`config.mk`:
```
export PLATFORM = sky130hd
export DESIGN_NAME = l4_header_extractor
export DESIGN_NICKNAME = d
export VERILOG_FILES = /design/src/sv/l4he_pkg.sv /design/src/sv/l4_header_extractor.sv /design/src/sv/l4he_capture.sv /design/src/sv/l4he_eval.sv
export SDC_FILE = /design/constraint.sdc
export NUM_CORES = 1
export LEC_CHECK = 0
export ABC_AREA = 0
export BUFFER_PORTS_ARGS = -buffer_cell sky130_fd_sc_hd__buf_2
export CORE_MARGIN = 3
export CORE_UTILIZATION = 55
export DETAILED_ROUTE_END_ITERATION = 8
export PLACE_DENSITY = 0.77
export SLEW_MARGIN = 20
export SYNTH_ARGS = -nofsm -noshare
export SYNTH_HDL_FRONTEND = slang
export SYNTH_SLANG_ARGS = --single-unit
```
`constraint.sdc`:
```
create_clock -name clk_i -period 5.5 [get_ports clk_i]
set_input_delay 0 -clock clk_i [delete_from_list [all_inputs] [get_ports clk_i]]
set_output_delay 0 -clock clk_i [all_outputs]
set_load 0.02 [all_outputs]
```
`src/sv/l4he_pkg.sv`:
```
// ----------------------------------------------------------------------------
// l4he_pkg
// Shared types and constants of the L4 header extractor: channel payloads,
// the end-of-packet snapshot, link type, ethertype and protocol codes.
// ----------------------------------------------------------------------------
package l4he_pkg;

  // Capture and length limits
  localparam logic [15:0] MAX_PACKET_BYTES = 16'hFFFF;

  // pcap link types
  localparam logic [15:0] LT_NULL     = 16'd0;
  localparam logic [15:0] LT_ETHERNET = 16'd1;
  localparam logic [15:0] LT_RAW      = 16'd101;
  localparam logic [15:0] LT_IPV4     = 16'd228;
  localparam logic [15:0] LT_IPV6     = 16'd229;

  // Ethertypes
  localparam logic [15:0] ET_VLAN = 16'h8100;
  localparam logic [15:0] ET_IPV6 = 16'h86DD;
  localparam logic [15:0] ET_IPV4 = 16'h0800;

  // BSD null address families
  localparam logic [31:0] AF_INET           = 32'd2;
  localparam logic [31:0] AF_INET6_BSD      = 32'd24;
  localparam logic [31:0] AF_INET6_FREEBSD  = 32'd28;
  localparam logic [31:0] AF_INET6_DARWIN   = 32'd30;

  // Link header lengths
  localparam logic [4:0] NULL_HDR_LEN     = 5'd4;
  localparam logic [4:0] ETH_HDR_LEN      = 5'd14;
  localparam logic [4:0] ETH_VLAN_HDR_LEN = 5'd18;

  // Network and transport header lengths
  localparam logic [5:0] IPV4_MIN_HDR_LEN = 6'd20;
  localparam logic [7:0] IPV6_HDR_LEN     = 8'd40;
  localparam logic [5:0] TCP_MIN_HDR_LEN  = 6'd20;
  localparam logic [7:0] UDP_HDR_LEN      = 8'd8;

  // IP protocol numbers
  localparam logic [7:0] PROTO_TCP = 8'd6;
  localparam logic [7:0] PROTO_UDP = 8'd17;

  typedef enum logic [1:0] {
    IP_NONE,
    IP_V4,
    IP_V6
  } ip_kind_e;

  typedef struct packed {
    logic [7:0]  data_byte;
    logic [15:0] link_type;
    logic        last_byte;
  } hdr_in_t;

  typedef struct packed {
    logic        parse_ok;
    logic [7:0]  ip_protocol;
    logic [31:0] source_address;
    logic [31:0] dest_address;
    logic [15:0] source_port;
    logic [15:0] dest_port;
    logic [31:0] tcp_sequence;
    logic [7:0]  tcp_flag_bits;
    logic [7:0]  payload_offset;
    logic [15:0] payload_length;
  } hdr_out_t;

  // Header fields as captured up to and including the last byte of a packet
  typedef struct packed {
    logic [15:0] pkt_len;
    ip_kind_e    kind;
    logic [4:0]  ip_start;
    logic [5:0]  ip_hdr_len;
    logic [5:0]  tcp_hdr_len;
    logic [7:0]  protocol;
    logic [31:0] src_addr;
    logic [31:0] dst_addr;
    logic [15:0] src_port;
    logic [15:0] dst_port;
    logic [31:0] tcp_seq;
    logic [7:0]  tcp_flags;
  } snap_t;

endpackage

```
`src/sv/l4_header_extractor.sv`:
```
// ----------------------------------------------------------------------------
// l4_header_extractor
// Streaming header parser: takes one captured packet byte per transaction
// and gives one five-tuple record per packet, after its last byte.
// ----------------------------------------------------------------------------
//
//   Channel   Direction  Handshake                 Payload
//   in        input      in_valid_i / in_ready_o   in_data_i  (hdr_in_t)
//   out       output     out_valid_o / out_ready_i out_data_o (hdr_out_t)
//
// One byte per cycle sustained while the input is not stalled; each byte
// updates the field registers. The last byte loads a snapshot register; the
// checks run between it and the output register, which loads when free.
// Reset clears the byte position, the captured fields and the valid flags.
// A stalled output holds the record; input stalls only while the snapshot and
// the output register are both full and the output is stalled.
module l4_header_extractor (
  input  logic               clk_i,
  input  logic               rst_ni,
  input  logic               in_valid_i,
  output logic               in_ready_o,
  input  l4he_pkg::hdr_in_t  in_data_i,
  output logic               out_valid_o,
  input  logic               out_ready_i,
  output l4he_pkg::hdr_out_t out_data_o
);

  logic               in_fire;
  logic               out_load;
  logic               snap_valid_q, snap_valid_d;
  l4he_pkg::snap_t    snap;
  l4he_pkg::snap_t    snap_q;
  l4he_pkg::hdr_out_t rec;
  logic               out_valid_q, out_valid_d;
  l4he_pkg::hdr_out_t out_q;

  assign out_load   = snap_valid_q && (!out_valid_q || out_ready_i);
  assign in_ready_o = !snap_valid_q || out_load;
  assign in_fire    = in_valid_i && in_ready_o;

  l4he_capture u_capture (
    .clk_i        (clk_i),
    .rst_ni       (rst_ni),
    .byte_valid_i (in_fire),
    .byte_i       (in_data_i),
    .snap_o       (snap)
  );

  l4he_eval u_eval (
    .snap_i (snap_q),
    .rec_o  (rec)
  );

  always_comb begin
    snap_valid_d = snap_valid_q;
    if (out_load) begin
      snap_valid_d = 1'b0;
    end
    if (in_fire && in_data_i.last_byte) begin
      snap_valid_d = 1'b1;
    end

    out_valid_d = out_valid_q;
    if (out_ready_i) begin
      out_valid_d = 1'b0;
    end
    if (out_load) begin
      out_valid_d = 1'b1;
    end
  end

  always_ff @(posedge clk_i or negedge rst_ni) begin
    if (!rst_ni) begin
      snap_valid_q <= 1'b0;
      out_valid_q  <= 1'b0;
    end else begin
      snap_valid_q <= snap_valid_d;
      out_valid_q  <= out_valid_d;
    end
  end

  // Payload registers: load on transfer, hold otherwise
  always_ff @(posedge clk_i) begin
    if (in_fire && in_data_i.last_byte) begin
      snap_q <= snap;
    end
    if (out_load) begin
      out_q <= rec;
    end
  end

  assign out_valid_o = out_valid_q;
  assign out_data_o  = out_q;

`ifndef NO_ASSERTIONS
  a_ok_is_transport: assert property (@(posedge clk_i) disable iff (!rst_ni)
    out_valid_o && out_data_o.parse_ok |->
      (out_data_o.ip_protocol == l4he_pkg::PROTO_TCP ||
       out_data_o.ip_protocol == l4he_pkg::PROTO_UDP))
    else $error("parse_ok set for a non-transport protocol");

  a_fail_clears_l4: assert property (@(posedge clk_i) disable iff (!rst_ni)
    out_valid_o && !out_data_o.parse_ok |->
      (out_data_o.source_port == 16'd0 && out_data_o.dest_port == 16'd0 &&
       out_data_o.payload_offset == 8'd0 && out_data_o.payload_length == 16'd0))
    else $error("transport fields set on a failed record");

  a_flags_only_tcp: assert property (@(posedge clk_i) disable iff (!rst_ni)
    out_valid_o && out_data_o.tcp_flag_bits != 8'd0 |->
      out_data_o.ip_protocol == l4he_pkg::PROTO_TCP)
    else $error("TCP flags reported on a non-TCP record");

  a_min_offset: assert property (@(posedge clk_i) disable iff (!rst_ni)
    out_valid_o && out_data_o.parse_ok |-> out_data_o.payload_offset >= 8'd28)
    else $error("payload offset below smallest transport header end");

  a_stall_only_full: assert property (@(posedge clk_i) disable iff (!rst_ni)
    !in_ready_o |-> snap_valid_q && out_valid_q && !out_ready_i)
    else $error("input stalled with room in the pipeline");

  a_record_follows_last: assert property (@(posedge clk_i) disable iff (!rst_ni)
    in_fire && in_data_i.last_byte |=> snap_valid_q)
    else $error("last byte did not load the snapshot");
`endif

endmodule

```
`src/sv/l4he_capture.sv`:
```
// ----------------------------------------------------------------------------
// l4he_capture
// Per-byte field capture: tracks the byte position in the packet, decodes
// the link layer and latches IP and transport header fields as they pass.
// ----------------------------------------------------------------------------
module l4he_capture (
  input  logic              clk_i,
  input  logic              rst_ni,
  input  logic              byte_valid_i,
  input  l4he_pkg::hdr_in_t byte_i,
  output l4he_pkg::snap_t   snap_o
);

  logic [15:0]        cnt_q, cnt_d;
  logic [15:0]        lt_q, lt_d;
  l4he_pkg::ip_kind_e kind_q, kind_d;
  logic               vlan_q, vlan_d;
  logic [4:0]         ip_start_q, ip_start_d;
  logic [5:0]         ihl_q, ihl_d;
  logic [7:0]         l4_start_q, l4_start_d;
  logic [5:0]         doff_q, doff_d;
  logic [7:0]         proto_q, proto_d;
  logic [31:0]        src_q, src_d;
  logic [31:0]        dst_q, dst_d;
  logic [15:0]        sport_q, sport_d;
  logic [15:0]        dport_q, dport_d;
  logic [31:0]        seq_q, seq_d;
  logic [7:0]         flags_q, flags_d;
  logic [31:0]        shift_q, shift_d;

  logic        take;
  logic        first;
  logic        in_win;
  logic [7:0]  pos;
  logic [15:0] lt_cur;
  logic [4:0]  ip_start_cur;
  logic        ip_hit;
  logic [7:0]  ip_rel;
  logic        l4_hit;
  logic [7:0]  l4_rel;
  logic [31:0] word;
  logic [31:0] null_af;
  logic [15:0] pkt_len;

  function automatic logic [4:0] link_hdr_len(input logic [15:0] lt);
    logic [4:0] len;
    unique case (lt) inside
      l4he_pkg::LT_ETHERNET: len = l4he_pkg::ETH_HDR_LEN;
      l4he_pkg::LT_NULL:     len = l4he_pkg::NULL_HDR_LEN;
      default:               len = 5'd0;
    endcase
    return len;
  endfunction

  // Kind known from the first byte; Ethernet and null decide later
  function automatic l4he_pkg::ip_kind_e first_kind(input logic [15:0] lt,
                                                    input logic [7:0]  b);
    l4he_pkg::ip_kind_e k;
    unique case (lt) inside
      l4he_pkg::LT_RAW, l4he_pkg::LT_IPV4, l4he_pkg::LT_IPV6:
        k = (b[7:4] == 4'd6) ? l4he_pkg::IP_V6 : l4he_pkg::IP_V4;
      l4he_pkg::LT_ETHERNET, l4he_pkg::LT_NULL:
        k = l4he_pkg::IP_NONE;
      default:
        k = (b[7:4] == 4'd4) ? l4he_pkg::IP_V4 : l4he_pkg::IP_NONE;
    endcase
    return k;
  endfunction

  function automatic l4he_pkg::ip_kind_e et_kind(input logic [15:0] et);
    l4he_pkg::ip_kind_e k;
    unique case (et) inside
      l4he_pkg::ET_IPV4: k = l4he_pkg::IP_V4;
      l4he_pkg::ET_IPV6: k = l4he_pkg::IP_V6;
      default:           k = l4he_pkg::IP_NONE;
    endcase
    return k;
  endfunction

  function automatic l4he_pkg::ip_kind_e af_kind(input logic [31:0] af);
    l4he_pkg::ip_kind_e k;
    unique case (af) inside
      l4he_pkg::AF_INET:
        k = l4he_pkg::IP_V4;
      l4he_pkg::AF_INET6_BSD, l4he_pkg::AF_INET6_FREEBSD, l4he_pkg::AF_INET6_DARWIN:
        k = l4he_pkg::IP_V6;
      default:
        k = l4he_pkg::IP_NONE;
    endcase
    return k;
  endfunction

  assign take         = byte_valid_i && (cnt_q != l4he_pkg::MAX_PACKET_BYTES);
  assign first        = (cnt_q == 16'd0);
  assign in_win       = (cnt_q[15:8] == 8'd0);
  assign pos          = cnt_q[7:0];
  assign lt_cur       = first ? byte_i.link_type : lt_q;
  assign ip_start_cur = first ? link_hdr_len(byte_i.link_type) : ip_start_q;
  assign ip_rel       = pos - {3'd0, ip_start_cur};
  assign ip_hit       = in_win && (pos >= {3'd0, ip_start_cur});
  assign l4_rel       = pos - l4_start_q;
  assign l4_hit       = in_win && (pos >= l4_start_q);
  assign word         = {shift_q[23:0], byte_i.data_byte};
  // Null link family is little-endian over the first four bytes
  assign null_af      = {byte_i.data_byte, shift_q[7:0], shift_q[15:8], shift_q[23:16]};
  assign pkt_len      = take ? (cnt_q + 16'd1) : cnt_q;

  always_comb begin
    cnt_d      = cnt_q;
    lt_d       = lt_q;
    kind_d     = kind_q;
    vlan_d     = vlan_q;
    ip_start_d = ip_start_q;
    ihl_d      = ihl_q;
    l4_start_d = l4_start_q;
    doff_d     = doff_q;
    proto_d    = proto_q;
    src_d      = src_q;
    dst_d      = dst_q;
    sport_d    = sport_q;
    dport_d    = dport_q;
    seq_d      = seq_q;
    flags_d    = flags_q;
    shift_d    = shift_q;

    if (take) begin
      cnt_d   = cnt_q + 16'd1;
      shift_d = word;

      if (first) begin
        lt_d       = byte_i.link_type;
        ip_start_d = link_hdr_len(byte_i.link_type);
        kind_d     = first_kind(byte_i.link_type, byte_i.data_byte);
        vlan_d     = 1'b0;
        l4_start_d = '1;
      end

      if (in_win && lt_cur == l4he_pkg::LT_ETHERNET) begin
        if (pos == 8'd13) begin
          vlan_d = (word[15:0] == l4he_pkg::ET_VLAN);
          kind_d = et_kind(word[15:0]);
          if (word[15:0] == l4he_pkg::ET_VLAN) begin
            ip_start_d = l4he_pkg::ETH_VLAN_HDR_LEN;
          end
        end
        if (pos == 8'd17 && vlan_q) begin
          kind_d = et_kind(word[15:0]);
        end
      end

      if (in_win && lt_cur == l4he_pkg::LT_NULL && pos == 8'd3) begin
        kind_d = af_kind(null_af);
      end

      // Network header, by offset from its start
      if (ip_hit) begin
        case (ip_rel)
          8'd0: ihl_d = {byte_i.data_byte[3:0], 2'b00};
          8'd1: l4_start_d = {3'd0, ip_start_cur} +
                             ((kind_q == l4he_pkg::IP_V6) ? l4he_pkg::IPV6_HDR_LEN
                                                          : {2'd0, ihl_q});
          8'd6: if (kind_q == l4he_pkg::IP_V6) proto_d = byte_i.data_byte;
          8'd9: if (kind_q == l4he_pkg::IP_V4) proto_d = byte_i.data_byte;
          8'd11: if (kind_q == l4he_pkg::IP_V6) src_d = word;
          8'd15: begin
            if (kind_q == l4he_pkg::IP_V4) src_d = word;
            if (kind_q == l4he_pkg::IP_V6) src_d = src_q ^ word;
          end
          8'd19: begin
            if (kind_q == l4he_pkg::IP_V4) dst_d = word;
            if (kind_q == l4he_pkg::IP_V6) src_d = src_q ^ word;
          end
          8'd23: if (kind_q == l4he_pkg::IP_V6) src_d = src_q ^ word;
          8'd27: if (kind_q == l4he_pkg::IP_V6) dst_d = word;
          8'd31, 8'd35, 8'd39: if (kind_q == l4he_pkg::IP_V6) dst_d = dst_q ^ word;
          default: ;
        endcase
      end

      // Transport header, by offset from its start
      if (l4_hit) begin
        case (l4_rel)
          8'd1:  sport_d = word[15:0];
          8'd3:  dport_d = word[15:0];
          8'd7:  seq_d   = word;
          8'd12: doff_d  = {byte_i.data_byte[7:4], 2'b00};
          8'd13: flags_d = byte_i.data_byte;
          default: ;
        endcase
      end
    end

    if (byte_valid_i && byte_i.last_byte) begin
      cnt_d = 16'd0;
    end
  end

  always_comb begin
    snap_o.pkt_len     = pkt_len;
    snap_o.kind        = kind_d;
    snap_o.ip_start    = ip_start_d;
    snap_o.ip_hdr_len  = ihl_d;
    snap_o.tcp_hdr_len = doff_d;
    snap_o.protocol    = proto_d;
    snap_o.src_addr    = src_d;
    snap_o.dst_addr    = dst_d;
    snap_o.src_port    = sport_d;
    snap_o.dst_port    = dport_d;
    snap_o.tcp_seq     = seq_d;
    snap_o.tcp_flags   = flags_d;
  end

  always_ff @(posedge clk_i or negedge rst_ni) begin
    if (!rst_ni) begin
      cnt_q      <= '0;
      lt_q       <= '0;
      kind_q     <= l4he_pkg::IP_NONE;
      vlan_q     <= 1'b0;
      ip_start_q <= '0;
      ihl_q      <= '0;
      l4_start_q <= '0;
      doff_q     <= '0;
      proto_q    <= '0;
      src_q      <= '0;
      dst_q      <= '0;
      sport_q    <= '0;
      dport_q    <= '0;
      seq_q      <= '0;
      flags_q    <= '0;
      shift_q    <= '0;
    end else begin
      cnt_q      <= cnt_d;
      lt_q       <= lt_d;
      kind_q     <= kind_d;
      vlan_q     <= vlan_d;
      ip_start_q <= ip_start_d;
      ihl_q      <= ihl_d;
      l4_start_q <= l4_start_d;
      doff_q     <= doff_d;
      proto_q    <= proto_d;
      src_q      <= src_d;
      dst_q      <= dst_d;
      sport_q    <= sport_d;
      dport_q    <= dport_d;
      seq_q      <= seq_d;
      flags_q    <= flags_d;
      shift_q    <= shift_d;
    end
  end

endmodule

```
`src/sv/l4he_eval.sv`:
```
// ----------------------------------------------------------------------------
// l4he_eval
// End-of-packet checks: applies the length checks of each layer to the
// captured fields and builds the result record.
// ----------------------------------------------------------------------------
module l4he_eval (
  input  l4he_pkg::snap_t    snap_i,
  output l4he_pkg::hdr_out_t rec_o
);

  logic [7:0]  l4_start;
  logic [15:0] l4_len;
  logic        v4_ok;
  logic        v6_ok;
  logic        ip_ok;
  logic        tcp_ok;
  logic        udp_ok;

  assign l4_start = {3'd0, snap_i.ip_start} +
                    ((snap_i.kind == l4he_pkg::IP_V6) ? l4he_pkg::IPV6_HDR_LEN
                                                      : {2'd0, snap_i.ip_hdr_len});

  assign v4_ok  = (snap_i.kind == l4he_pkg::IP_V4) &&
                  (snap_i.ip_hdr_len >= l4he_pkg::IPV4_MIN_HDR_LEN) &&
                  (snap_i.pkt_len >= {8'd0, l4_start});
  assign v6_ok  = (snap_i.kind == l4he_pkg::IP_V6) &&
                  (snap_i.pkt_len >= {8'd0, l4_start});
  assign ip_ok  = v4_ok || v6_ok;
  assign l4_len = snap_i.pkt_len - {8'd0, l4_start};

  assign tcp_ok = ip_ok && (snap_i.protocol == l4he_pkg::PROTO_TCP) &&
                  (l4_len >= {10'd0, l4he_pkg::TCP_MIN_HDR_LEN}) &&
                  (snap_i.tcp_hdr_len >= l4he_pkg::TCP_MIN_HDR_LEN) &&
                  ({10'd0, snap_i.tcp_hdr_len} <= l4_len);
  assign udp_ok = ip_ok && (snap_i.protocol == l4he_pkg::PROTO_UDP) &&
                  (l4_len >= {8'd0, l4he_pkg::UDP_HDR_LEN});

  always_comb begin
    rec_o = '0;
    if (ip_ok) begin
      rec_o.ip_protocol    = snap_i.protocol;
      rec_o.source_address = snap_i.src_addr;
      rec_o.dest_address   = snap_i.dst_addr;
    end
    if (tcp_ok) begin
      rec_o.parse_ok       = 1'b1;
      rec_o.source_port    = snap_i.src_port;
      rec_o.dest_port      = snap_i.dst_port;
      rec_o.tcp_sequence   = snap_i.tcp_seq;
      rec_o.tcp_flag_bits  = snap_i.tcp_flags;
      rec_o.payload_offset = l4_start + {2'd0, snap_i.tcp_hdr_len};
      rec_o.payload_length = l4_len - {10'd0, snap_i.tcp_hdr_len};
    end else if (udp_ok) begin
      rec_o.parse_ok       = 1'b1;
      rec_o.source_port    = snap_i.src_port;
      rec_o.dest_port      = snap_i.dst_port;
      rec_o.payload_offset = l4_start + l4he_pkg::UDP_HDR_LEN;
      rec_o.payload_length = l4_len - {8'd0, l4he_pkg::UDP_HDR_LEN};
    end
  end

endmodule

```
; ---- Yosys cells after proc, flatten, opt, wreduce, memory -nomap -nowiden
; Cells that the tools add are included.
[word_totals]
ff_bits = 578
input_bits = 29
output_inout_bits = 171
wordCells = 209
[classes]
addsub = 10
order_cmp = 8
eq_ne = 40
muxes = 73
bitwise_logic = 2
n_reduce_logical = 36
[ops]
columns = operator, n
row1 = 32-bit 2-to-1 mux, 16
row2 = 32-bit case mux with 3 select lines, 2
row3 = 16-bit 2-to-1 mux, 9
row4 = 32-bit by 5-bit == test with 1-bit output (second input constant), 3
row5 = 8-bit 2-to-1 mux, 10
row6 = 32-bit bitwise XOR, 2
row7 = 8-bit by 4-bit == test with 1-bit output (second input constant), 6
row8 = 8-bit by 5-bit == test with 1-bit output (second input constant), 6
row9 = 16-bit zero test, 3
row10 = 24-bit 2-to-1 mux, 2
row11 = 6-bit 2-to-1 mux, 8
row12 = 16-bit by 1-bit == test with 1-bit output (second input constant), 2
row13 = 16-bit == test (second input constant), 2
row14 = 16-bit by 8-bit == test with 1-bit output (second input constant), 2
row15 = 32-bit by 2-bit == test with 1-bit output (second input constant), 1
row16 = 5-bit 2-to-1 mux, 5
row17 = 8-bit by 3-bit == test with 1-bit output (second input constant), 3
row18 = 1-bit logical AND, 19
row19 = 16-bit by 1-bit adder with 16-bit output (second input constant), 1
row20 = 5-bit by 8-bit adder with 8-bit output, 2
row21 = 16-bit by 12-bit == test with 1-bit output (second input constant), 1
row22 = 16-bit by 7-bit == test with 1-bit output (second input constant), 1
row23 = 8-bit by 1-bit == test with 1-bit output (second input constant), 2
row24 = 8-bit by 2-bit == test with 1-bit output (second input constant), 2
row25 = other kinds (30), 59

; ---- Depth between registers and ports, before layout
; Gate-level depths: netlist of run 1.
[depth]
depth_word = 11
depth_mapped = 23
depth_no_buf = 22

; ---- Hierarchy
; A second synthesis of run 1 with hierarchy kept.
[unflattened]
hier_cells = 2087
area_unflattened_um2 = 26026.2
[modules_own_cells]
columns = module, n_inst, cells_per_inst, area_each_um2, seq_area_each_um2
row1 = l4he_capture, 1, 1259, 12305.6, 5705.5
row2 = l4_header_extractor, 1, 358, 10561.4, 10500.1
row3 = l4he_eval, 1, 470, 3159.3, 0.0

; ---- Worst setup path after synthesis of run 1
; No wires, ideal clock.
[synth_path]
kind = register -> register
from = reg out_valid_q, in the netlist out_valid_o
to = reg u_capture.cnt_q[10]
setup_time_ns = 0.119
t_arrival_ns = 6.043
required_ns = 5.381
slack_ns = -0.662
stages_incl_launch_ff = 6
path_buffers = 1
period_less_slack_ns = 6.162
path_cell_list = dfrtp_1 > nand3b_1 > and3_1 > inv_1 > clkbuf_1 > and2_1
[synth_via]
elab_chain_len = 8
word_cells_on_any_way = 9
classes_between = 2 x mux / 7 x reduce/logical
[synth_rtl]
columns = item, line_no
row1 = from (decl), l4_header_extractor.sv:34  ; logic out_valid_q, out_valid_d;
row2 = from (signal assigned), l4_header_extractor.sv:78  ; out_valid_q <= out_valid_d;
row3 = 1-bit zero test (*), l4_header_extractor.sv:37  ; assign out_load = snap_valid_q && (!out_valid_q || out_ready_i);
row4 = 1-bit logical OR (*), l4_header_extractor.sv:37
row5 = 1-bit logical AND (*), l4_header_extractor.sv:37
row6 = 1-bit logical OR (*), l4_header_extractor.sv:38  ; assign in_ready_o = !snap_valid_q || out_load;
row7 = net in_ready_o, l4_header_extractor.sv:21  ; output logic in_ready_o,
row8 = 1-bit logical AND (*), l4_header_extractor.sv:39  ; assign in_fire = in_valid_i && in_ready_o;
row9 = 1-bit logical AND, l4he_capture.sv:93  ; assign take = byte_valid_i && (cnt_q != l4he_pkg::MAX_PACKET_BYTES);
row10 = 16-bit 2-to-1 mux, --
row11 = 16-bit 2-to-1 mux (*), l4he_capture.sv:193  ; if (byte_valid_i && byte_i.last_byte) begin
row12 = net u_capture.cnt_d[10], l4he_capture.sv:14  ; logic [15:0] cnt_q, cnt_d;
row13 = to (signal assigned), l4he_capture.sv:232  ; cnt_q <= cnt_d;
row14 = to (decl), l4he_capture.sv:14
; The timed path passes the listed nets; every way through them passes the cells marked *.
; A chain may end at the register's enable or synchronous reset.

==> summary.md, run 1 <==
| Metric | Value |
|---|---|
| CP Launch Type | `flop` |
| Fraction of layout cells with a size suffix above 1 | `0.2134` |
| Total congestion overflow | `0` |
| Simple-Gate Fraction of Synth Area | `0.1307` |
| Total power | `between 10 and 15 mW` |
| CTS Buffer Depth | `3` |
| Vias/cell | `approximately 6` |
| Worst-path clk slew | `about 0.060 ns` |
| Mux contribution to synthesized area | `0.04773` |
| Mapped Nets | `2276` |
| First-pass GRT wire length | `~110000 microns` |
| Final Hold Viols | `4` |
| Chip width | `~230 microns` |
| Total negative slack | `0 ns` |
| Post-synth top flop | `edfxtp_1` |
| Pin count of the biggest net entering global routing | `between 100 and 150` |
| Row Count | `79` |
| CTS tree | `built` |
| Hold Crit Class | `primary input to asynchronous set/reset pin` |
| Crit-path max FO | `6` |
| Register bit count reported by yosys | `between 500 and 600` |
| Die Footprint | `50760 sq um` |
| Wirelength per Cell | `approximately 22 microns` |
| Placer Congestion | `between 0.8 and 0.9` |
| Yosys top cell by area | `edfxtp_1` |
| Fin Hold WS | `-0.002278 ns` |
| WP buf/inv | `3` |
| I/O pins | `200` |
| Main combinational cell family by area after synthesis | `compound AO/OA/AOI/OAI gates` |
| Most frequent CP cell | `a21oi_1` |
| Arrival time of the worst setup path | `between 5 and 6 ns` |
| Gr usage total | `0.2644` |
| Status | `finished, violations left` |
| Antenna violations before repair | `0` |
| Synth top area share | `0.3951` |
| Clock Skew | `roughly 0.025 ns` |
| Placed Area | `between 20000 and 30000 sq um` |
| Die H | `225.3 microns` |
| Yosys warning count | `0` |
| Critical path's slowest cell | `edfxtp_1` |
| Seq/Total Area, Yosys | `0.6127` |
| Adder-cell area share of the yosys netlist | `0.02890` |
| Fin. max-slew vios | `0` |
| Number of global-route vias before repair | `between 15000 and 20000` |
| Initial core utilization | `0.5621` |
| Initial drt markers | `1955` |
| # diodes | `0` |
| # nets final | `about 2500` |
| Maximum vdd ir drop | `0.2861 mV` |
| Combinational share of power | `0.221` |
| PD cells | `between 300 and 400 nW/um^2` |
| Fin area | `30860 sq um` |
| Clock power share | `0.337` |
| Synth Cell Area | `around 26000 sq um` |
| Cell Chain, Critical Path | `nand2b_2 > nand2_1 > inv_1 > ha_1 > a21o_1 > a21oi_1 > xnor2_1 > inv_1 > ha_1 > o21ai_1 > a21oi_1 > or2_1 > maj3_4 > xnor2_2 > ha_2 > a21oi_1 > o21ai_0 > o21ai_0 > nand4_1 > buf_4 > or2_2 > a32o_1 > mux2_2` |
| Fmax | `190.6 MHz` |
| Max_cap viols | `0` |
| TritonCTS buffer count | `58` |
| Post-Synth XOR/XNOR Area | `0.01935` |
| WS Path Type | `flop to flop` |
| TritonRoute pass-1 iters | `6` |
| Clock Latency Late Sink | `between 0.6 and 0.7 ns` |
| Syn avg cell area | `roughly 12 sq um` |
| Count leader, synth | `edfxtp_1` |
| Static leakage | `~13 nW` |
| Synth Area in Compound Gates | `0.1316` |
| Worst-Margin Slew | `1.070 ns` |
| Commonest cells post-synth | `348 x edfxtp_1, 230 x dfrtp_1, 211 x nand2_1` |
| Post-synth ARST share | `0.3979` |
| Post-Synthesis Cells | `between 2000 and 2500` |
| Area contributors post-synth | `edfxtp_1 40%, dfrtp_1 22%, and2_1 4.1%` |
| Final HPWL DP | `43800 microns` |
| Post-Route WL | `slightly below 70000 microns` |
| CTS root buf | `clkbuf_16` |
| Crit path time final | `approximately 5.2 ns` |
| CP top delay family | `adder cells` |
| Count of final setup violators | `0` |
| H-tree depth | `2` |
| Antenna Violating Nets Remaining | `0` |
| Slew margin rel. | `0.2867` |
| Period utilization | `0.9541` |
| # DRC | `0` |
| Unique masters post-synth | `91` |
| Sequential power share | `0.442` |
| Crit-path max cell delay | `a little over 0.4 ns` |
| CP endpoint kind | `flop` |
| Via count | `roughly 19000` |
| EDFF count, synth | `348` |
| P&R area growth vs syn | `16.69%` |
| Failing checks | `hold timing` |
| CTS sink count | `just under 600` |
| Switching power | `about 3.7 mW` |
| Core footprint | `approximately 47000 sq um` |
| Cell-internal power | `roughly 8.4 mW` |
| Required time of the critical path | `~6 ns` |
| Sw frac | `0.3047` |
| Input/output buffers | `199` |
repair_timing:
| action | 4_1_cts | 5_1_grt |
|---|---|---|
| pin swaps | 0 | 2 |
| setup endpoints to repair | 63 | 110 |
| setup buffers | 0 | 3 |
| resized for setup | 1 | 10 |
| hold buffers | 26 | 0 |
| endpoints found under the hold margin | 196 | 0 |
worst register-to-register path: stages (launching register included):
cell      delay (ns)
edfxtp_1        0.41
nand2b_2        0.25
nand2_1         0.12
inv_1           0.06
ha_1            0.27
a21o_1          0.18
a21oi_1         0.21
xnor2_1         0.18
inv_1           0.07
ha_1            0.34
o21ai_1         0.11
a21oi_1         0.07
or2_1           0.26
maj3_4          0.36
xnor2_2         0.15
ha_2            0.33
a21oi_1         0.13
o21ai_0         0.08
o21ai_0         0.12
nand4_1         0.25
buf_4           0.22
or2_2           0.28
a32o_1          0.27
mux2_2          0.26
flip-flops by register name, indices dropped and copies added (netlist names), 8 cells and up:
register	cells
u_capture.sport_q	16
u_capture.dst_q	32
snap_q	179
u_capture.l4_start_q	8
u_capture.shift_q	24
u_capture.proto_q	8
u_capture.cnt_q	16
u_capture.flags_q	8
u_capture.src_q	32
out_data_o	169
u_capture.seq_q	32
u_capture.lt_q	16
u_capture.dport_q	16
power by group through the flow:
stage / registers (mW) / logic [mW] / clock network [mW]
3_3_place_gp: 5.38 / 2.53 / 0
5_1_grt: 5.37 / 2.93 / 4.29
2_1_floorplan: 5.39 / 1.74 / 0
3_5_place_dp: 5.40 / 2.58 / 0
4_1_cts: 5.32 / 2.63 / 4.14
6_report: 5.34 / 2.67 / 4.06
cell usage in the layout (no fill, tap or decap), drive strengths merged, types with 18 or more instances in the layout:
master and instances:
mux2 97, nor3 22, ha 47, dfrtp 230
clkinv 18, xnor2 39, nand3 30, and2 175
clkbuf 78, a22oi 32, o21a 20, dlygate4sd3 26
edfxtp 348, buf 288, a21o 27, nand4 24
inv 71, nor4 28, o21ai 146, nor2 85
nand2 211, o22ai 36, a21oi 121, nor2b 19
routing by layer:
layer | up-vias | GRT usage | wire, microns
li1 | 8537 | - | -
met3 | 170 | 0.04416 | 4542
met4 | 0 | 0.09471 | 2406
met5 | - | 0 | 0
met1 | 9428 | 0.3661 | 28380
met2 | 811 | 0.4271 | 32480
per-stage QoR:
step	setup WS (ns)	instances	util	hold slack (ns)
after floorplan	0.4806	2193	-	-0.2956
after global placement	0.1637	2956	0.6065	0.1602
after detailed placement	-0.05620	2956	0.6067	0.1584
after CTS	0.07673	3092	0.6543	0.08014
after global routing	-0.03806	3095	0.6560	0.1310
final	0.2523	3095	0.6560	-0.002278
final timing paths:
path | startpoint | to | slack, ns | cells after the start
min | rst_ni | u_capture.lt_q[8] | -0.002 | 2
max | snap_q[161] | out_data_o[10] | 0.25 | 23
min in group clk_i | in_valid_i | snap_q[167] | 0.12 | 2
max reg2reg | snap_q[161] | out_data_o[10] | 0.25 | 23
max in group asynchronous | rst_ni | u_capture.dport_q[14] | 4.17 | 3
min reg2reg | u_capture.lt_q[6] | u_capture.lt_q[6] | 0.48 | 2
area by class of cell:
type | count | area (sq um)
Multi-Input combinational cell | 1419 | 9637
Tap cell | 607 | 759.5
Clock buffer | 78 | 1609
Sequential cell | 578 | 16210
Clock inverter | 32 | 367.9
Timing Repair Buffer | 314 | 2034
Inverter | 67 | 251.5
Fill cell | 3416 | 16190
kinds of logic (layout without fill, tap and decap cells):
group | Yosys count | count (layout)
buffers and inverters | 196 | 491
flip-flops | 578 | 578
XOR/XNOR | 53 | 53
AND/OR/NAND/NOR | 664 | 664
multiplexers | 114 | 114
adder cells (fa/ha/maj) | 57 | 57
AO/OA/AOI/OAI | 531 | 531
No activity file was read; power rests on OpenSTA's default activity.
==> run 2: changes to the inputs <==
--- a/config.mk
+++ b/config.mk
@@ -8,10 +8,11 @@
 export ABC_AREA = 0
 export BUFFER_PORTS_ARGS = -buffer_cell sky130_fd_sc_hd__buf_2
 export CORE_MARGIN = 3
-export CORE_UTILIZATION = 55
+export CORE_UTILIZATION = 54
 export DETAILED_ROUTE_END_ITERATION = 8
-export PLACE_DENSITY = 0.77
+export PLACE_DENSITY = 0.76
 export SLEW_MARGIN = 20
 export SYNTH_ARGS = -nofsm -noshare
 export SYNTH_HDL_FRONTEND = slang
+export SYNTH_HIERARCHICAL = 1
 export SYNTH_SLANG_ARGS = --single-unit
==> run 2 against run 1 <==
The run still ends with hold timing left. Power shrank 4.4%. Count of clock-buffer cells in the layout up 1. Die area grew 0.22%. Sequential power is 2% lower. Clock skew grew 0.015 ns. Fmax up 1.2%. Setup slack improved by 0.062 ns. Via count shrank 7.3%.
==> summary.md, run 2 <==
| Metric | Value |
|---|---|
| Status | `finished, violations left` |
| Failing checks | `hold timing` |
| Inst Count DP | `2815 (-4.8%)` |
| Post-Synthesis Cells | `2087 (-4.8%)` |
| Maximum vdd ir drop | `0.2595 mV (-9.3%)` |
| Row Count | `79 (unchanged)` |
| CP endpoint kind | `flop` |
| Synth Cell Area | `26030 sq um (-1.6%)` |
| Required time of the critical path | `5.88 ns (+0.02 ns)` |
| Critical path's slowest cell | `edfxtp_1` |
| Met2 routed WL | `30030 microns (-7.6%)` |
| Post-Route WL | `63460 microns (-6.4%)` |
| CTS tree | `built` |
| Worst-path clk slew | `0.06 ns (about the same)` |
| Max layer used | `met5` |
| Number of global-route vias before repair | `17248 (-6.7%)` |
| Register bit count reported by yosys | `578 (unchanged)` |
| Via count | `17555 (-7.3%)` |
| FF/Latch Area | `16210 sq um (unchanged)` |
| Commonest non-fill, non-tap cell in the layout | `edfxtp_1` |
| Fraction of layout cells with a size suffix above 1 | `0.1923 (-0.02110)` |
| Met1 wire length | `27440 microns (-3.3%)` |
| First-pass GRT wire length | `97660 microns (-7.1%)` |
| Core footprint | `47050 sq um (unchanged)` |
| Layout Cells excl Fill | `2953 (-4.6%)` |
| Post-synth ARST share | `0.3979 (unchanged)` |
| Static leakage | `12.65 nW (-1.1%)` |
| Max FFs per register | `179 (unchanged)` |
| Max_cap viols | `0 (unchanged)` |
| EDFF count, synth | `348 (unchanged)` |
| Input/output buffers | `199 (unchanged)` |
| Most flop-heavy register | `snap_q` |
| Total power | `11.54 mW (-4.4%)` |
| Seq/Total Area, Yosys | `0.6227 (+0.009956)` |
| Antenna Violating Nets Remaining | `0 (unchanged)` |
| CP top delay family | `simple AND/OR/NAND/NOR gates` |
| Period utilization | `0.9428 (-0.01135)` |
| Most frequent cells in the layout | `348 x edfxtp_1, 230 x dfrtp_1, 198 x buf_2` |
| Gr usage total | `0.2464 (-0.01795)` |
| CP Launch Type | `flop` |
| TritonCTS buffer count | `57 (-1.7%)` |
| Crit path time final | `5.185 ns (-0.06240 ns)` |
| Fin Hold WS | `-0.007889 ns (-0.005611 ns)` |
| I/O pins | `200 (unchanged)` |
| Worst-Margin Slew | `1.128 ns (+0.05757 ns)` |
| Wirelength per Cell | `21.49 microns (-1.9%)` |
| CTS Buffer Depth | `3 (unchanged)` |
| Total congestion overflow | `0 (unchanged)` |
| P&R area growth vs syn | `15.17%` |
| Syn avg cell area | `12.47 sq um (+3.4%)` |
| Pin count of the biggest net entering global routing | `180 (+45%)` |
| Yosys warning count | `6 (+6)` |
| Count leader, synth | `edfxtp_1` |
| Area contributors post-synth | `edfxtp_1 40%, dfrtp_1 22%, and2_1 3.8%` |
| Crit-path max FO | `33 (+27)` |
| Initial core utilization | `0.5532 (-0.008988)` |
| Fin. max-slew vios | `0 (unchanged)` |
| Unique masters post-synth | `93 (+2.2%)` |
| Crit-path max cell delay | `0.43 ns (+0.02 ns)` |
| H-tree depth | `2 (unchanged)` |
| Area used by multi-input combinational logic | `9120 sq um (-5.4%)` |
| Vias/cell | `5.945 (-2.9%)` |
| Die Footprint | `50870 sq um (+0.22%)` |
| RSZ-0062 raised after global routing | `false` |
| Initial drt markers | `1610 (-18%)` |
| Fmax | `192.9 MHz (+1.2%)` |
| Arrival time of the worst setup path | `5.56 ns (-0.05 ns)` |
| # DRC | `0 (unchanged)` |
| Filler instances | `3451 (+1.0%)` |
| Hold Crit Class | `primary input to asynchronous set/reset pin` |
| Placer Congestion | `0.8870 (-1.2%)` |
| Die H | `225.5 microns (+0.11%)` |
| DR WL met3 | `4233 microns (-6.8%)` |
| Mapped Nets | `2170 (-4.7%)` |
| Final Hold Viols | `1 (-3)` |
| Commonest cells post-synth | `348 x edfxtp_1, 230 x dfrtp_1, 173 x nand2_1` |
| TritonRoute pass-1 iters | `5 (-1)` |
| Clock Skew | `0.04004 ns (+0.01466 ns)` |
| CTS root buf | `clkbuf_16` |
| Count of final setup violators | `0 (unchanged)` |
| CTS sink count | `578 (unchanged)` |
| Chip width | `225.5 microns (+0.11%)` |
| Total negative slack | `0 ns (unchanged)` |
| Cell Chain, Critical Path | `nand2b_4 > nand2_1 > inv_1 > ha_1 > a21o_1 > a21oi_2 > xnor2_2 > inv_1 > ha_1 > or2_2 > o22a_1 > maj3_1 > a211oi_2 > xnor2_1 > nand4_1 > nor4_2 > buf_4 > o22ai_2 > buf_4 > and2_1` |
| Antenna violations before repair | `2 (+2)` |
| # nets final | `2380 (-5.6%)` |
| PD cells | `385.0 nW/um^2 (-1.6%)` |
| Synth top area share | `0.4015 (+0.006420)` |
| Final core utilization | `0.6371 (-0.01893)` |
| Yosys top cell by area | `edfxtp_1` |
| Clock Latency Late Sink | `0.63 ns (about the same)` |
| WP buf/inv | `4 (+1)` |
| Post-synth top flop | `edfxtp_1` |
| Final HPWL DP | `40300 microns (-8.0%)` |
| Slew margin rel. | `0.2483 (-0.03838)` |
| WS Path Type | `flop to flop` |
## run 2: changes by cell type in the layout (fill, tap and decap cells not counted), moves of 15 or more
| cell | delta |
|---|---|
| buf_4 | -38 |
| a32o_1 | -16 |
| and2_1 | -17 |
| mux2_1 | +51 |
| o21ai_0 | -65 |
| nand3_1 | +34 |
| mux2_2 | -43 |
| nand2_1 | -38 |
| o211ai_1 | -15 |
| o2bb2ai_1 | -15 |
| a22oi_1 | +27 |
| nor2_1 | -28 |
| a21o_1 | +17 |
## run 2: repair_timing
item | CTS | global route
pin swaps | 0 | 2
resized for setup | 1 | 15
hold buffers | 30 | 0
setup buffers | 0 | 0
hold endpoints to repair | 209 | 0
endpoints found under the setup margin | 18 | 95
cloned | 0 | 0
## run 2: kinds of logic (layout without fill, tap and decap cells)
| family | count (synthesis) | count (layout) | synth area share |
|---|---|---|---|
| DFF | 578 | 578 | 0.6227 |
| xor gates and xnor gates | 59 | 59 | 0.02139 |
| other | 0 | 1 | 0 |
| buffers and inverters | 197 | 455 | 0.03279 |
| muxes | 116 | 116 | 0.04966 |
| adders and majority gates | 56 | 56 | 0.02889 |
| and+or+nand+nor | 610 | 610 | 0.1253 |
| AOI/OAI and AO/OA | 471 | 471 | 0.1193 |
## run 2: path summary, 6_finish.rpt
check                                           from  slack [ns]                       to  cells after the start
worst min register to register  u_capture/sport_q[3]        0.48     u_capture/sport_q[3]                      1
worst max register to register           snap_q[161]        0.31           out_data_o[79]                     20
worst min-delay path                          rst_ni      -0.008      u_capture/seq_q[19]                      2
min in group clk_i                     in_data_i[13]        0.20       u_capture/lt_q[12]                      3
worst max-delay path                     snap_q[161]        0.31           out_data_o[79]                     20
max in group asynchronous                     rst_ni        4.32  u_capture/l4_start_q[2]                      3
## run 2: final cells by class
cell class                 instances  share of cell area
timing repair buffer             277             0.05740
multi-input combinational       1312              0.3043
clock inverter                    28             0.01102
clock buffer                      79             0.05235
tap                              607             0.02534
inverter                          71            0.008891
sequential                       578              0.5407
antenna                            1          0.00008349
## run 2: layer usage
| metal | vias up | global-route usage |
|---|---|---|
| li1 | 8008 | - |
| met1 | 8710 | 0.3475 |
| met2 | 712 | 0.3964 |
| met3 | 123 | 0.04286 |
| met4 | 2 | 0.07462 |
| met5 | - | 0 |
## run 2: power by group
group          total, mW  internal, mW  switching, mW
logic               2.38         0.894           1.48
clock network       3.92          2.24           1.68
registers           5.25          4.99          0.253
## run 2: stage by stage
stage / worst slack [ns] / cell area [sq um]
after floorplan: 0.4864 / 26030
after global placement: 0.2651 / 27670
after detailed placement: -0.01468 / 27670
after CTS: 0.06220 / 29880
after global routing: 0.05718 / 29970
final: 0.3147 / 29970
==> run 3: changes to the inputs <==
--- a/config.mk
+++ b/config.mk
@@ -6,11 +6,11 @@
 export NUM_CORES = 1
 export LEC_CHECK = 0
 export ABC_AREA = 0
-export BUFFER_PORTS_ARGS = -buffer_cell sky130_fd_sc_hd__buf_2
 export CORE_MARGIN = 3
-export CORE_UTILIZATION = 54
+export CORE_UTILIZATION = 55
 export DETAILED_ROUTE_END_ITERATION = 8
-export PLACE_DENSITY = 0.76
+export DONT_BUFFER_PORTS = 1
+export PLACE_DENSITY = 0.73
 export SLEW_MARGIN = 20
 export SYNTH_ARGS = -nofsm -noshare
 export SYNTH_HDL_FRONTEND = slang
==> run 3 against run 2 <==
The flow now finishes without violations. Sequential power increased by 2%. Final area decreased by 3.2%. Utilization decreased by 1.5 points. Combinational power decreased by 8%. Largest cell class unchanged. Largest power group unchanged.
==> summary.md, run 3 (synthesized netlist as in run 2, its figures left out) <==
| Metric | Value |
|---|---|
| # diodes | `0 (-1)` |
| Clock Latency Late Sink | `0.62 ns (about the same)` |
| Clock Skew | `0.02927 ns (-0.01077 ns)` |
| CP Launch Type | `flop` |
| CTS tree | `built` |
| Antenna violations before repair | `0 (-2)` |
| Chip width | `223.5 microns (-0.89%)` |
| Crit-path max FO | `5 (-85%)` |
| Row Count | `79 (unchanged)` |
| Final Hold Viols | `0 (-1)` |
| Total negative slack | `0 ns (unchanged)` |
| Most frequent cells in the layout | `348 x edfxtp_1, 230 x dfrtp_1, 173 x nand2_1` |
| Initial core utilization | `0.5578 (+0.004688)` |
| PD cells | `396.1 nW/um^2 (+2.9%)` |
| Arrival time of the worst setup path | `5.55 ns (about the same)` |
| Count of final setup violators | `0 (unchanged)` |
| Via count | `16708 (-4.8%)` |
| CTS Buffer Depth | `3 (unchanged)` |
| CP endpoint kind | `flop` |
| Maximum vdd ir drop | `0.2407 mV (-7.2%)` |
| First-pass GRT wire length | `95380 microns (-2.3%)` |
| Input/output buffers | `0 (-100%)` |
| Period utilization | `0.9477 (+0.004868)` |
| Worst-path clk slew | `0.06 ns (about the same)` |
| M3 GR Usage | `0.03879 (-0.004066)` |
| Crit path time final | `5.212 ns (+0.02677 ns)` |
| Total congestion overflow | `0 (unchanged)` |
| Core footprint | `46650 sq um (-0.84%)` |
| Max_cap viols | `0 (unchanged)` |
| Commonest non-fill, non-tap cell in the layout | `edfxtp_1` |
| GR Util met1 | `0.3443 (-0.003264)` |
| RSZ-0062 raised after global routing | `false` |
| # DRC | `0 (unchanged)` |
| Antenna Violating Nets Remaining | `0 (unchanged)` |
| Post-Route WL | `61730 microns (-2.7%)` |
| Fraction of layout cells with a size suffix above 1 | `0.1204 (-0.07197)` |
| Wirelength per Cell | `22.37 microns (+4.1%)` |
| Final HPWL DP | `38610 microns (-4.2%)` |
| Fin. max-slew vios | `0 (unchanged)` |
| M2 GR Usage | `0.4013 (+0.004905)` |
| TritonCTS buffer count | `56 (-1.8%)` |
| Number of global-route vias before repair | `16347 (-5.2%)` |
| I/O pins | `200 (unchanged)` |
| Setup slack after layout | `0.2879 ns (-0.02677 ns)` |
| Slew margin rel. | `0.2544 (+0.006091)` |
| Max FFs per register | `179 (unchanged)` |
| Fmax | `191.9 MHz (-0.51%)` |
| # nets final | `2187 (-8.1%)` |
| CTS sink count | `578 (unchanged)` |
| Critical path's slowest cell | `fa_2` |
| Crit-path max cell delay | `0.50 ns (+0.07 ns)` |
| Initial drt markers | `1551 (-3.7%)` |
| Vias/cell | `6.056 (+1.9%)` |
| Hold Crit Class | `primary input to asynchronous set/reset pin` |
| Static leakage | `11.85 nW (-6.3%)` |
| CTS root buf | `clkbuf_16` |
| Worst-Margin Slew | `1.118 ns (-0.009138 ns)` |
| H-tree depth | `2 (unchanged)` |
| P&R area growth vs syn | `11.44%` |
| Required time of the critical path | `5.84 ns (-0.04 ns)` |
| Die Footprint | `49970 sq um (-1.8%)` |
| Most flop-heavy register | `snap_q` |
| Gr usage total | `0.2432 (-0.003228)` |
| Most frequent CP cell | `buf_4` |
| WS Path Type | `flop to flop` |
| Placer Congestion | `0.8932 (+0.70%)` |
| TritonRoute pass-1 iters | `8 (+3)` |
| Status | `complete, no violations` |
| Post-Place Setup Slack | `0.05601 ns (+0.07069 ns)` |
| Pin count of the biggest net entering global routing | `231 (+28%)` |
| Filler instances | `3544 (+2.7%)` |
| Die H | `223.5 microns (-0.89%)` |
| GR peak layer | `met2` |
-- run 3: layout make-up --
class	count	area, sq um	area share
clock buffers	65	1455	0.05017
clock inverters	41	455.4	0.01570
inverters	71	266.5	0.009189
multi-input cells	1313	9079	0.3130
flip-flops and latches	578	16210	0.5587
well taps	607	759.5	0.02619
repair buffers	84	783.3	0.02700
-- run 3: what timing repair did --
action                                  in CTS  in global routing
endpoints found under the hold margin      402                  0
endpoints found under the setup margin       0                 96
hold buffers                                31                  0
setup buffers                                0                  5
gates resized for setup                      0                  8
-- run 3: metal layers --
metal | part of all wire | up-vias | wire [microns]
met3 | 0.060 | 75 | 3693
met1 | 0.44 | 8419 | 27000
met4 | 0.020 | 0 | 1209
li1 | - | 7636 | -
met2 | 0.48 | 578 | 29830
met5 | 0 | - | 0
-- run 3: worst paths after layout --
check                                startpoint              endpoint  slack (ns)  cells after the start
setup / recovery                    snap_q[161]        out_data_o[15]        0.29                     25
hold / removal                           rst_ni   u_capture/seq_q[20]       0.008                      2
setup reg to reg                    snap_q[161]        out_data_o[15]        0.29                     25
hold reg to reg            u_capture/sport_q[6]  u_capture/sport_q[6]        0.48                      1
max in group asynchronous                rst_ni  u_capture/proto_q[1]        4.49                      3
min in group clk_i                in_data_i[19]   u_capture/kind_q[1]        0.03                      5
-- run 3: critical path: cells and delay by family, from the launching register on --
kind	cells	cell delay [ns]
DFF	1	0.40
and+or+nand+nor	7	1.09
xor gates and xnor gates	1	0.20
AOI/OAI and AO/OA	7	0.91
adders and majority gates	5	1.70
buffers and inverters	5	0.62
-- run 3: report_power, final --
group | total (mW) | internal, mW | leakage (nW) | switching, mW
clock | 3.94 | 2.25 | 0.913 | 1.69
sequential | 5.36 | 5.00 | 6.41 | 0.359
combinational | 2.19 | 0.836 | 4.53 | 1.35
total | 11.5 | 8.08 | 11.9 | 3.40
-- run 3: per-stage QoR --
| stage | total power [mW] | hold slack (ns) | instances | instance area [sq um] | utilization |
|---|---|---|---|---|---|
| finish | 11.49 | 0.007630 | 2759 | 29000 | 0.6217 |
| global route | 11.98 | 0.06113 | 2759 | 29000 | 0.6217 |
| CTS | 11.52 | 0.001960 | 2752 | 28900 | 0.6194 |
| detailed placement | 7.499 | -0.2846 | 2615 | 26660 | 0.5714 |
| global placement | 7.444 | -0.2863 | 2615 | 26650 | 0.5712 |
| floorplan | 6.927 | -0.2956 | 2087 | 26030 | - |
